--- config.mk ---
export PLATFORM = sky130hd
export DESIGN_NAME = cyclic_time_sensor_flat
export DESIGN_NICKNAME = d
export VERILOG_FILES = /design/src/rtl/cts_pkg.sv /design/src/rtl/cts_if.sv /design/src/rtl/cts_div_unit.sv /design/src/rtl/cyclic_time_sensor.sv /design/src/flat_wrapper.sv
export SDC_FILE = /design/constraint.sdc
export NUM_CORES = 1
export LEC_CHECK = 0
export BUFFER_PORTS_ARGS = -buffer_cell sky130_fd_sc_hd__buf_2
export CORE_MARGIN = 4
export CORE_UTILIZATION = 30
export DETAILED_ROUTE_END_ITERATION = 12
export HOLD_SLACK_MARGIN = 0.08
export SLEW_MARGIN = 20
export SYNTH_ARGS = -nofsm -noshare
export SYNTH_HDL_FRONTEND = slang
export SYNTH_SLANG_ARGS = --single-unit
--- constraint.sdc ---
create_clock -name clk -period 4.1 [get_ports clk]
set_input_delay 0.615 -clock clk [delete_from_list [all_inputs] [get_ports clk]]
set_output_delay 0.615 -clock clk [all_outputs]
set_load 0.02 [all_outputs]
--- src/rtl/cts_pkg.sv ---
// Shared constants, register codes and divider handshake types for the time sensor.
`default_nettype none

package cts_pkg;

    localparam int TIME_BITS = 48;
    localparam int FRAC_BITS = 16;
    localparam int STEP_COUNT = TIME_BITS + FRAC_BITS;
    localparam int CNT_BITS = $clog2(STEP_COUNT);

    localparam int CFG_INDEX_BITS = 2;
    localparam logic [CFG_INDEX_BITS-1:0] CFG_ENABLE = 2'd0;
    localparam logic [CFG_INDEX_BITS-1:0] CFG_START = 2'd1;
    localparam logic [CFG_INDEX_BITS-1:0] CFG_STOP = 2'd2;
    localparam logic [CFG_INDEX_BITS-1:0] CFG_INTERVAL = 2'd3;

    localparam logic [FRAC_BITS:0] FRAC_ONE = {1'b1, {FRAC_BITS{1'b0}}};

    typedef logic [TIME_BITS-1:0] time_t;
    typedef logic [FRAC_BITS:0] frac_t;

    typedef struct packed {
        logic  start;
        time_t dividend;
        time_t divisor;
    } div_req_t;

    typedef struct packed {
        logic                 done;
        logic [FRAC_BITS-1:0] quotient;
    } div_rsp_t;

endpackage

`default_nettype wire

--- src/rtl/cts_if.sv ---
// Channel interfaces: time samples in, sensor status items out.
`default_nettype none

interface cts_time_if;
    logic              valid;
    logic              ready;
    cts_pkg::time_t    global_time;

    modport source (output valid, output global_time, input ready);
    modport sink (input valid, input global_time, output ready);
endinterface

interface cts_status_if;
    logic              valid;
    logic              ready;
    logic              fraction_event;
    cts_pkg::frac_t    fraction;
    logic              active_event;
    logic              active_value;
    logic              active;

    modport source (
        output valid, output fraction_event, output fraction,
        output active_event, output active_value, output active,
        input ready
    );
    modport sink (
        input valid, input fraction_event, input fraction,
        input active_event, input active_value, input active,
        output ready
    );
endinterface

`default_nettype wire

--- src/rtl/cts_div_unit.sv ---
// Shared compare-subtract unit: elapsed mod interval, then the Q0.16 fraction bits.
`default_nettype none

module cts_div_unit (
    input  wire logic              clk,
    input  wire logic              rst_n,
    input  wire cts_pkg::div_req_t req,
    output cts_pkg::div_rsp_t      rsp
);

    localparam logic [cts_pkg::CNT_BITS-1:0] LAST_STEP =
        cts_pkg::CNT_BITS'(cts_pkg::STEP_COUNT - 1);
    localparam logic [cts_pkg::CNT_BITS-1:0] MOD_STEPS =
        cts_pkg::CNT_BITS'(cts_pkg::TIME_BITS);

    logic                            busy_reg, busy_next;
    logic                            done_reg, done_next;
    logic [cts_pkg::CNT_BITS-1:0]    cnt_reg, cnt_next;
    cts_pkg::time_t                  dvd_reg, dvd_next;
    cts_pkg::time_t                  dvs_reg, dvs_next;
    cts_pkg::time_t                  rem_reg, rem_next;
    logic [cts_pkg::FRAC_BITS-1:0]   quo_reg, quo_next;

    logic                            mod_phase;
    logic                            in_bit;
    logic [cts_pkg::TIME_BITS:0]     trial;
    logic [cts_pkg::TIME_BITS+1:0]   diff;
    logic                            fits;

    assign mod_phase = cnt_reg < MOD_STEPS;
    assign in_bit = mod_phase ? dvd_reg[cts_pkg::TIME_BITS-1] : 1'b0;
    assign trial = {rem_reg, in_bit};
    assign diff = {1'b0, trial} - {2'b00, dvs_reg};
    assign fits = !diff[cts_pkg::TIME_BITS+1];

    always_comb
    begin
        busy_next = busy_reg;
        done_next = 1'b0;
        cnt_next = cnt_reg;
        dvd_next = dvd_reg;
        dvs_next = dvs_reg;
        rem_next = rem_reg;
        quo_next = quo_reg;
        if (req.start)
        begin
            busy_next = 1'b1;
            cnt_next = '0;
            dvd_next = req.dividend;
            dvs_next = req.divisor;
            rem_next = '0;
            quo_next = '0;
        end
        else if (busy_reg)
        begin
            dvd_next = {dvd_reg[cts_pkg::TIME_BITS-2:0], 1'b0};
            rem_next = fits ? diff[cts_pkg::TIME_BITS-1:0] : trial[cts_pkg::TIME_BITS-1:0];
            if (!mod_phase)
            begin
                quo_next = {quo_reg[cts_pkg::FRAC_BITS-2:0], fits};
            end
            cnt_next = cnt_reg + 1'b1;
            if (cnt_reg == LAST_STEP)
            begin
                busy_next = 1'b0;
                done_next = 1'b1;
            end
        end
    end

    always_ff @(posedge clk or negedge rst_n)
    begin
        if (!rst_n)
        begin
            busy_reg <= 1'b0;
            done_reg <= 1'b0;
            cnt_reg <= '0;
        end
        else
        begin
            busy_reg <= busy_next;
            done_reg <= done_next;
            cnt_reg <= cnt_next;
        end
    end

    always_ff @(posedge clk)
    begin
        dvd_reg <= dvd_next;
        dvs_reg <= dvs_next;
        rem_reg <= rem_next;
        quo_reg <= quo_next;
    end

    assign rsp.done = done_reg;
    assign rsp.quotient = quo_reg;

endmodule

`default_nettype wire

--- src/rtl/cyclic_time_sensor.sv ---
// Top level of the cyclic time sensor: register file, sequencer and result register.
//
//   channel   direction  handshake        payload
//   sample    in         valid / ready    global_time[47:0]
//   status    out        valid / ready    fraction_event, fraction[16:0], active_event,
//                                         active_value, active
//   cfg       in         cfg_we           cfg_index[1:0], cfg_data[47:0]
//
// One item at a time: accept, an evaluate state, then 64 compare-subtract steps of the
// shared divider (48 for the remainder, 16 for the fraction) when the sensor is enabled
// and active and the interval is nonzero. Reset clears the config, state and status
// registers, the sensor inactive and the fraction 0; the captured sample time is not reset.
// A stalled status item holds in the result register; sample is not ready until it leaves.
`default_nettype none

module cyclic_time_sensor (
    input  wire logic                                clk,
    input  wire logic                                rst_n,
    input  wire logic                                cfg_we,
    input  wire logic [cts_pkg::CFG_INDEX_BITS-1:0]  cfg_index,
    input  wire logic [cts_pkg::TIME_BITS-1:0]       cfg_data,
    cts_time_if.sink                                 sample,
    cts_status_if.source                             status
);

    localparam logic [1:0] ST_IDLE = 2'd0;
    localparam logic [1:0] ST_EVAL = 2'd1;
    localparam logic [1:0] ST_DIV = 2'd2;
    localparam logic [1:0] ST_OUT = 2'd3;

    logic [1:0]        state_reg, state_next;
    logic              enable_reg;
    cts_pkg::time_t    start_reg;
    cts_pkg::time_t    stop_reg;
    cts_pkg::time_t    interval_reg;
    cts_pkg::time_t    time_reg;
    logic              active_reg, active_next;
    cts_pkg::frac_t    frac_reg, frac_next;
    logic              fev_reg, fev_next;
    logic              aev_reg, aev_next;
    logic              aval_reg, aval_next;

    logic              activate;
    logic              deactivate;
    cts_pkg::time_t    elapsed;
    cts_pkg::div_req_t div_req;
    cts_pkg::div_rsp_t div_rsp;

    always_ff @(posedge clk or negedge rst_n)
    begin
        if (!rst_n)
        begin
            enable_reg <= 1'b0;
            start_reg <= '0;
            stop_reg <= '0;
            interval_reg <= '0;
        end
        else if (cfg_we)
        begin
            unique case (cfg_index)
                cts_pkg::CFG_ENABLE:   enable_reg <= cfg_data[0];
                cts_pkg::CFG_START:    start_reg <= cfg_data;
                cts_pkg::CFG_STOP:     stop_reg <= cfg_data;
                cts_pkg::CFG_INTERVAL: interval_reg <= cfg_data;
            endcase
        end
    end

    assign activate = !active_reg && (time_reg >= start_reg)
        && ((stop_reg <= start_reg) || (time_reg < stop_reg));
    assign deactivate = active_reg && (stop_reg > start_reg) && (time_reg >= stop_reg);
    assign elapsed = (time_reg >= start_reg) ? (time_reg - start_reg) : '0;

    always_comb
    begin
        state_next = state_reg;
        active_next = active_reg;
        frac_next = frac_reg;
        fev_next = fev_reg;
        aev_next = aev_reg;
        aval_next = aval_reg;
        div_req.start = 1'b0;
        div_req.dividend = elapsed;
        div_req.divisor = interval_reg;
        unique case (state_reg)
            ST_IDLE:
            begin
                if (sample.valid)
                begin
                    state_next = ST_EVAL;
                end
            end
            ST_EVAL:
            begin
                fev_next = 1'b0;
                aev_next = 1'b0;
                aval_next = 1'b0;
                state_next = ST_OUT;
                if (enable_reg)
                begin
                    if (activate || (active_reg && !deactivate))
                    begin
                        active_next = 1'b1;
                        fev_next = 1'b1;
                        aev_next = activate;
                        aval_next = activate;
                        if (interval_reg != '0)
                        begin
                            div_req.start = 1'b1;
                            state_next = ST_DIV;
                        end
                    end
                    else if (deactivate)
                    begin
                        active_next = 1'b0;
                        frac_next = cts_pkg::FRAC_ONE;
                        aev_next = 1'b1;
                    end
                end
            end
            ST_DIV:
            begin
                if (div_rsp.done)
                begin
                    frac_next = {1'b0, div_rsp.quotient};
                    state_next = ST_OUT;
                end
            end
            ST_OUT:
            begin
                if (status.ready)
                begin
                    state_next = ST_IDLE;
                end
            end
        endcase
    end

    always_ff @(posedge clk or negedge rst_n)
    begin
        if (!rst_n)
        begin
            state_reg <= ST_IDLE;
            active_reg <= 1'b0;
            frac_reg <= '0;
            fev_reg <= 1'b0;
            aev_reg <= 1'b0;
            aval_reg <= 1'b0;
        end
        else
        begin
            state_reg <= state_next;
            active_reg <= active_next;
            frac_reg <= frac_next;
            fev_reg <= fev_next;
            aev_reg <= aev_next;
            aval_reg <= aval_next;
        end
    end

    always_ff @(posedge clk)
    begin
        if (sample.valid && sample.ready)
        begin
            time_reg <= sample.global_time;
        end
    end

    cts_div_unit u_div (
        .clk (clk),
        .rst_n (rst_n),
        .req (div_req),
        .rsp (div_rsp)
    );

    assign sample.ready = (state_reg == ST_IDLE);
    assign status.valid = (state_reg == ST_OUT);
    assign status.fraction_event = fev_reg;
    assign status.fraction = frac_reg;
    assign status.active_event = aev_reg;
    assign status.active_value = aval_reg;
    assign status.active = active_reg;

    a_no_overlap: assert property (@(posedge clk) disable iff (!rst_n)
        !(sample.ready && status.valid))
        else $error("sample ready while a status item waits");

    a_done_in_div: assert property (@(posedge clk) disable iff (!rst_n)
        div_rsp.done |-> (state_reg == ST_DIV))
        else $error("divider finished outside the divide state");

    a_accept_eval: assert property (@(posedge clk) disable iff (!rst_n)
        (sample.valid && sample.ready) |=> (state_reg == ST_EVAL))
        else $error("accepted item not evaluated");

    a_stop_full: assert property (@(posedge clk) disable iff (!rst_n)
        (status.valid && status.active_event && !status.active_value)
        |-> (status.fraction == cts_pkg::FRAC_ONE && !status.fraction_event
             && !status.active))
        else $error("deactivation item without full fraction");

endmodule

`default_nettype wire

--- src/flat_wrapper.sv ---
// flat-port wrapper written by rule: the top's interface ports become plain ports
module cyclic_time_sensor_flat 
  (clk, rst_n, cfg_we, cfg_index, cfg_data, sample_valid, sample_global_time, sample_ready, status_valid, status_fraction_event, status_fraction, status_active_event, status_active_value, status_active, status_ready);
  cts_time_if sample_i ();
  cts_status_if status_i ();
  input  wire logic clk;
  input  wire logic rst_n;
  input  wire logic cfg_we;
  input  wire logic [cts_pkg::CFG_INDEX_BITS-1:0] cfg_index;
  input  wire logic [cts_pkg::TIME_BITS-1:0] cfg_data;
  input wire logic [$bits(sample_i.valid)-1:0] sample_valid;
  input wire logic [$bits(sample_i.global_time)-1:0] sample_global_time;
  output wire logic [$bits(sample_i.ready)-1:0] sample_ready;
  output wire logic [$bits(status_i.valid)-1:0] status_valid;
  output wire logic [$bits(status_i.fraction_event)-1:0] status_fraction_event;
  output wire logic [$bits(status_i.fraction)-1:0] status_fraction;
  output wire logic [$bits(status_i.active_event)-1:0] status_active_event;
  output wire logic [$bits(status_i.active_value)-1:0] status_active_value;
  output wire logic [$bits(status_i.active)-1:0] status_active;
  input wire logic [$bits(status_i.ready)-1:0] status_ready;
  assign sample_i.valid = sample_valid;
  assign sample_i.global_time = sample_global_time;
  assign sample_ready = sample_i.ready;
  assign status_valid = status_i.valid;
  assign status_fraction_event = status_i.fraction_event;
  assign status_fraction = status_i.fraction;
  assign status_active_event = status_i.active_event;
  assign status_active_value = status_i.active_value;
  assign status_active = status_i.active;
  assign status_i.ready = status_ready;
  cyclic_time_sensor u_core (.clk(clk), .rst_n(rst_n), .cfg_we(cfg_we), .cfg_index(cfg_index), .cfg_data(cfg_data), .sample(sample_i), .status(status_i));
endmodule
# --- Yosys cells after proc, flatten, opt, wreduce, memory -nomap -nowiden ---
# Cells that the tools add are included.
word_totals:
  output_inout_bits: 23
  in_bits: 103
  elab_cells: 104
  regBits: 384
op_classes:
  magnitude_cmp: 6
  n_mux: 38
  bitwise_logic: 1
  eq_ne: 13
  addsub: 3
  n_reduce_logical: 25
op_table:
  columns: ["cell", "count"]
  rows:
  - ["$mux 48", 4]
  - ["$ge 48x48->1", 2]
  - ["$mux 17", 4]
  - ["$sub 49x48->50", 1]
  - ["$gt 48x48->1", 1]
  - ["$le 48x48->1", 1]
  - ["$lt 48x48->1", 1]
  - ["$reduce_bool 48->1", 1]
  - ["$sub 48x48->48", 1]
  - ["$pmux 17 s2", 1]
  - ["$mux 1", 21]
  - ["$mux 6", 2]
  - ["$mux 2", 5]
  - ["$reduce_and 2->1", 5]
  - ["$eq 2x2->1 const B", 4]
  - ["$pmux 2 s4", 1]
  - ["$add 6x1->6 const B", 1]
  - ["$eq 6x6->1 const B", 1]
  - ["$logic_and 1x1->1", 6]
  - ["$lt 6x6->1 const B", 1]
  - ["$ne 2x1->1 const B", 3]
  - ["$ne 2x2->1 const B", 3]
  - ["$reduce_and 3->1", 2]
  - ["$reduce_bool 2->1", 3]
  - ["6 further kinds", 11]

# --- Logic depth before layout (Yosys ltp) ---
logic_depth:
  depth_word: 10
  mapped_depth: 18

# --- By module ---
# A second synthesis with hierarchy kept.
unflattened:
  cells_unflattened: 2250
  hier_area_um2: 23065.9
by_module_without_submodules:
  columns: ["module", "seq_area_each_um2", "area_each_um2", "instances", "cells_each"]
  rows:
  - ["cyclic_time_sensor", 5645.4, 13437.9, 1, 1280]
  - ["cts_div_unit", 4364.2, 9628.0, 1, 970]

# --- Worst setup path after synthesis ---
# No wires, ideal clock.
synth_path:
  path_type: "register -> register"
  from: "register u_core.time_reg[39]"
  to: "register u_core.u_div.dvd_reg[0] (enable)"
  path_stages_with_launch: 13
  setup_ns: 0.413
  setup_slack_ns: 0.045
  t_arrival_ns: 3.642
  period_less_slack_ns: 4.055
  required_ns: 3.687
  path_cell_list: "edfxtp_1 -> ha_1 -> and4_1 -> a21oi_2 -> o221ai_2 -> a2111oi_2 -> o22ai_1 -> or3_1 -> a22oi_2 -> nand2b_1 -> buf_2 -> buf_6 -> nand2b_1"
synth_between:
  elab_chain_len: 9
  word_cells_on_any_way: 14
  cone_classes: "3 x order compare; 3 x mux; 8 x reduce/logical"
synth_lines:
  columns: ["item", "line_no", "source"]
  rows:
  - ["from (decl)", "cyclic_time_sensor.sv:36", "cts_pkg::time_t time_reg;"]
  - ["from (signal assigned)", "cyclic_time_sensor.sv:165", "time_reg <= sample.global_time;"]
  - ["$ge 48x48->1", "cyclic_time_sensor.sv:71", "assign deactivate = active_reg && (stop_reg > start_reg) && (time_reg >= stop_reg);"]
  - ["$logic_and 1x1->1", "cyclic_time_sensor.sv:71", null]
  - ["$logic_not 1->1", "cyclic_time_sensor.sv:101", "if (activate || (active_reg && !deactivate))"]
  - ["$logic_and 1x1->1", "cyclic_time_sensor.sv:101", null]
  - ["$logic_or 1x1->1 (*)", "cyclic_time_sensor.sv:101", null]
  - ["$mux 1 (*)", "cyclic_time_sensor.sv:101", null]
  - ["$mux 1 (*)", "cyclic_time_sensor.sv:99", "if (enable_reg)"]
  - ["$mux 1 (*)", "cyclic_time_sensor.sv:85", "unique case (state_reg)"]
  - ["$reduce_bool 2->1 (no line) (*)", null, null]
  - ["to (signal assigned)", "cts_div_unit.sv:89", "dvd_reg <= dvd_next;"]
  - ["to (decl)", "cts_div_unit.sv:19", "cts_pkg::time_t dvd_reg, dvd_next;"]
# Mark *: on every way between the ends. The rest lies on a longest branch, timed or not.
# A chain may end at the register's enable or synchronous reset.

# --- Final worst setup path ---
layout_path:
  from: "register u_core.u_div.cnt_reg[4] (netlist name)"
  to: "register u_core.u_div.rem_reg[44]"
layout_between:
  elab_chain_len: 4
layout_lines:
  columns: ["item", "line_no", "source"]
  rows:
  - ["from (decl)", "cts_div_unit.sv:18", "logic [cts_pkg::CNT_BITS-1:0] cnt_reg, cnt_next;"]
  - ["from (signal assigned)", "cts_div_unit.sv:83", "cnt_reg <= cnt_next;"]
  - ["$lt 6x6->1", "cts_div_unit.sv:30", "assign mod_phase = cnt_reg < MOD_STEPS;"]
  - ["$mux 1", "cts_div_unit.sv:31", "assign in_bit = mod_phase ? dvd_reg[cts_pkg::TIME_BITS-1] : 1'b0;"]
  - ["$sub 49x48->50", "cts_div_unit.sv:33", "assign diff = {1'b0, trial} - {2'b00, dvs_reg};"]
  - ["$mux 48", "cts_div_unit.sv:57", "rem_next = fits ? diff[cts_pkg::TIME_BITS-1:0] : trial[cts_pkg::TIME_BITS-1:0];"]
  - ["to (signal assigned)", "cts_div_unit.sv:91", "rem_reg <= rem_next;"]
  - ["to (decl)", "cts_div_unit.sv:21", "cts_pkg::time_t rem_reg, rem_next;"]
# Every way passes these cells.

==> results.txt <==
run status -> completed
CTS Sinks -> 384
fin. max-slew vios -> 0
layout cells sized above 1 -> 17.87%
worst endpoint data arrival time -> 4.33 ns
Clock Skews -> 0.02282 ns
DR pass1 iterations -> 5
register area share after synthesis -> 44.49%
DP Wirelength -> 44810 µm
H-tree Lvls -> 2
Post-synth EDFFs -> 144
FMAX -> 260.9 MHz
number of global-route vias before repair -> 16580
Final Hold Viols -> 0
layout overhead on the synthesized area -> 13.99%
die height -> 281.9 µm
CTS tree -> yes
RSZ-0062 raised after global routing -> no
first-pass GRT wire length -> 92400 µm
TritonCTS Buffers -> 40
DR WL/cell -> 17.48 µm
Post-DRT Antenna Nets -> 0
synthesized flop and latch total -> 384
Routability Congestion -> 0.8723
Die Wd -> 281.9 µm
CP startpoint kind -> register
reg2reg setup slack -> 0.27 ns
Worst-Skew Late Latency -> 0.57 ns
Post-synth top flop -> dfrtp_1
fin crit period -> 3.833 ns
max cap viols -> 0
CORE AREA -> 0.07445 mm²
actual slew at the worst max-slew pin -> 0.9475 ns
Worst R2R End -> u_core.u_div.rem_reg[44]$_SDFFE_PN0P_
max_slew headroom -> 36.83%
total congestion overflow -> 0
row cnt -> 100
nets -> 2633
# port buffers -> 125
P per Cell Area -> 686.7 mW/mm²
peak fanout along the critical path -> 5
vias -> 16600
hold_sp -> sample_global_time[7]
utilization after layout -> 34.45%
CTS Root Cell -> clkbuf_16
Worst Reg-to-Reg Cells -> 15
final setup vio count -> 0
Max clock buf depth -> 3
vias per std cell -> 4.976
syn nets -> 2512
I/O pin cnt -> 126
Crit Path Category -> register to register
synth unique cells -> 89
FFs w/ async S/R, synth -> 45.83%
fin crit share -> 93.49%
Hold Path Depth -> 1
worst setup path startpoint -> u_core.u_div.cnt_reg[4]$_DFFE_PN0P_
Worst EP required -> 4.60 ns
largest net degree at the start of global routing -> 86
Syn Inst Count -> 2210
clk slew on worst S/H paths -> 0.06 ns
Fill cells -> 7414
Tot GR Track Use -> 14.58%
worst hold path endpoint -> u_core.time_reg[7]$_DFFE_PP_
worst r2r src -> u_core.u_div.cnt_reg[4]$_DFFE_PN0P_
initial antenna violation count -> 11
post-synthesis cell area -> 0.02250 mm²
Avg Cell Area, Syn -> 10.18 µm²
YS warnings -> 0
final wirelength -> 58300 µm
Setup TNS -> 0 ns
Post-route DRC -> 0
die area -> 0.07945 mm²
starting density of the core -> 30.22%
drt initial violations -> 1360
Hold WC Path Type -> primary input to register
VDD IR-drop max -> 0.3053 mV
Worst setup EP type -> register
LEAKAGE -> 11.16 nW
## cell type report
class                           count  area [µm²]  share of cell area (%)
Inverter                          199       748.2                   2.917
Multi-Input combinational cell   1539       11360                   44.28
Clock inverter                     23       176.4                  0.6878
Sequential cell                   384       10010                   39.03
Clock buffer                       49        1087                   4.239
Tap cell                          969        1212                   4.727
Antenna cell                        5       12.51                 0.04878
Timing Repair Buffer              167        1044                   4.068
## worst max path at each step
stage                                             to  slack [ns]  cells after the start
2_1_floorplan  u_core.u_div.dvd_reg[0]$_SDFFCE_PN0P_        0.05                     12
3_3_place_gp   u_core.u_div.rem_reg[44]$_SDFFE_PN0P_        0.22                     15
3_5_place_dp   u_core.u_div.rem_reg[44]$_SDFFE_PN0P_        0.25                     15
4_1_cts           u_core.u_div.dvd_reg[12]$_DFFE_PP_        0.22                     14
5_1_grt           u_core.u_div.dvd_reg[11]$_DFFE_PP_        0.06                     14
6_report       u_core.u_div.rem_reg[44]$_SDFFE_PN0P_        0.27                     15
## worst max-delay path: stages, from the launching register on
cell	delay, ns
dfrtp_1	0.42
nand2_1	0.16
nand2_1	0.12
ha_1	0.24
fa_1	0.38
nand2b_1	0.19
a21oi_1	0.23
o211ai_1	0.19
a211oi_1	0.25
buf_4	0.16
o311ai_1	0.11
a2111oi_1	0.54
o21a_1	0.20
nor3_1	0.05
or3b_1	0.34
a31oi_1	0.16
## cell usage after synthesis (9+ instances only)
cell type	number	area share, %
nand2_1	223	3.7
inv_1	198	3.3
ha_1	197	11
dfrtp_1	176	20
a21oi_1	154	3.4
mux2_2	146	7.3
edfxtp_1	144	19
o21ai_0	124	2.8
nor2_1	81	1.4
dfxtp_1	64	5.7
a21o_1	54	1.8
clkbuf_1	53	0.88
nand3_1	51	1.1
xnor2_1	50	1.9
nand4_1	38	1.1
xor2_1	33	1.3
a31oi_1	32	0.89
a211oi_1	25	0.83
o211ai_1	24	0.80
buf_2	21	0.47
a311oi_1	20	0.78
nand2b_1	19	0.53
o21bai_1	19	0.63
nor4_1	18	0.50
o31ai_2	18	1.0
nor3_1	17	0.38
and3_1	15	0.42
o31ai_1	15	0.50
nor2b_1	14	0.39
o21a_1	12	0.40
or3_1	11	0.31
a21boi_0	9	0.30
## layer usage
metal | share of wire, % | wire length, µm | global-route usage, % | vias to the layer above
met4 | 3.3 | 1909 | 5.029 | 2
met3 | 4.2 | 2432 | 2.169 | 97
met2 | 47 | 27200 | 24.26 | 321
met1 | 46 | 26750 | 19.44 | 7880
met5 | 0.022 | 13 | 0 | -
li1 | - | - | - | 8296
## what timing repair did
action	in CTS	in global routing
hold buffers	1	0
buffers inserted	0	0
gates resized for setup	0	0
hold endpoints to repair	10	0
## power by group
| part | total [W] | switching, W | internal [W] | leakage, nW |
|---|---|---|---|---|
| clock network | 0.00357 | 0.00159 | 0.00198 | 0.620 |
| logic | 0.00825 | 0.00476 | 0.00348 | 6.46 |
| registers | 0.00580 | 0.000642 | 0.00516 | 4.09 |
## per-stage QoR
stage,instances,area [µm²],power (W),worst slack [ns],hold slack [ns]
after floorplan,2210,22500,0.01197,0.04504,0.3194
after global placement,3256,24350,0.01400,0.2160,0.4437
after detailed placement,3257,24360,0.01405,0.2490,0.4511
after CTS,3330,25640,0.01772,0.2226,0.1873
after global routing,3331,25640,0.01900,0.05751,0.2027
final,3335,25650,0.01761,0.2668,0.2302
## cells in the final DEF (no fill, tap or decap), types with 42 or more instances in the layout
cell	instances
nor2_1	81
xnor2_1	50
ha_1	197
dfxtp_1	64
buf_2	124
nand2_1	223
inv_1	198
dfrtp_1	175
clkbuf_16	42
a21oi_1	154
a21o_1	54
nand3_1	50
mux2_2	146
o21ai_0	124
edfxtp_1	144
## kinds of logic (layout without fill, tap and decap cells)
group / after synthesis / in the layout / share of synthesized area, %
xor gates and xnor gates: 83 / 83 / 3.231
AOI/OAI and AO/OA: 580 / 580 / 17.32
other: 0 / 5 / 0
DFF: 384 / 384 / 44.49
buffers and inverters: 287 / 438 / 5.155
muxes: 151 / 151 / 7.535
and+or+nand+nor: 526 / 526 / 11.14
adders and majority gates: 199 / 199 / 11.13
(Power assumes the default switching activity.)
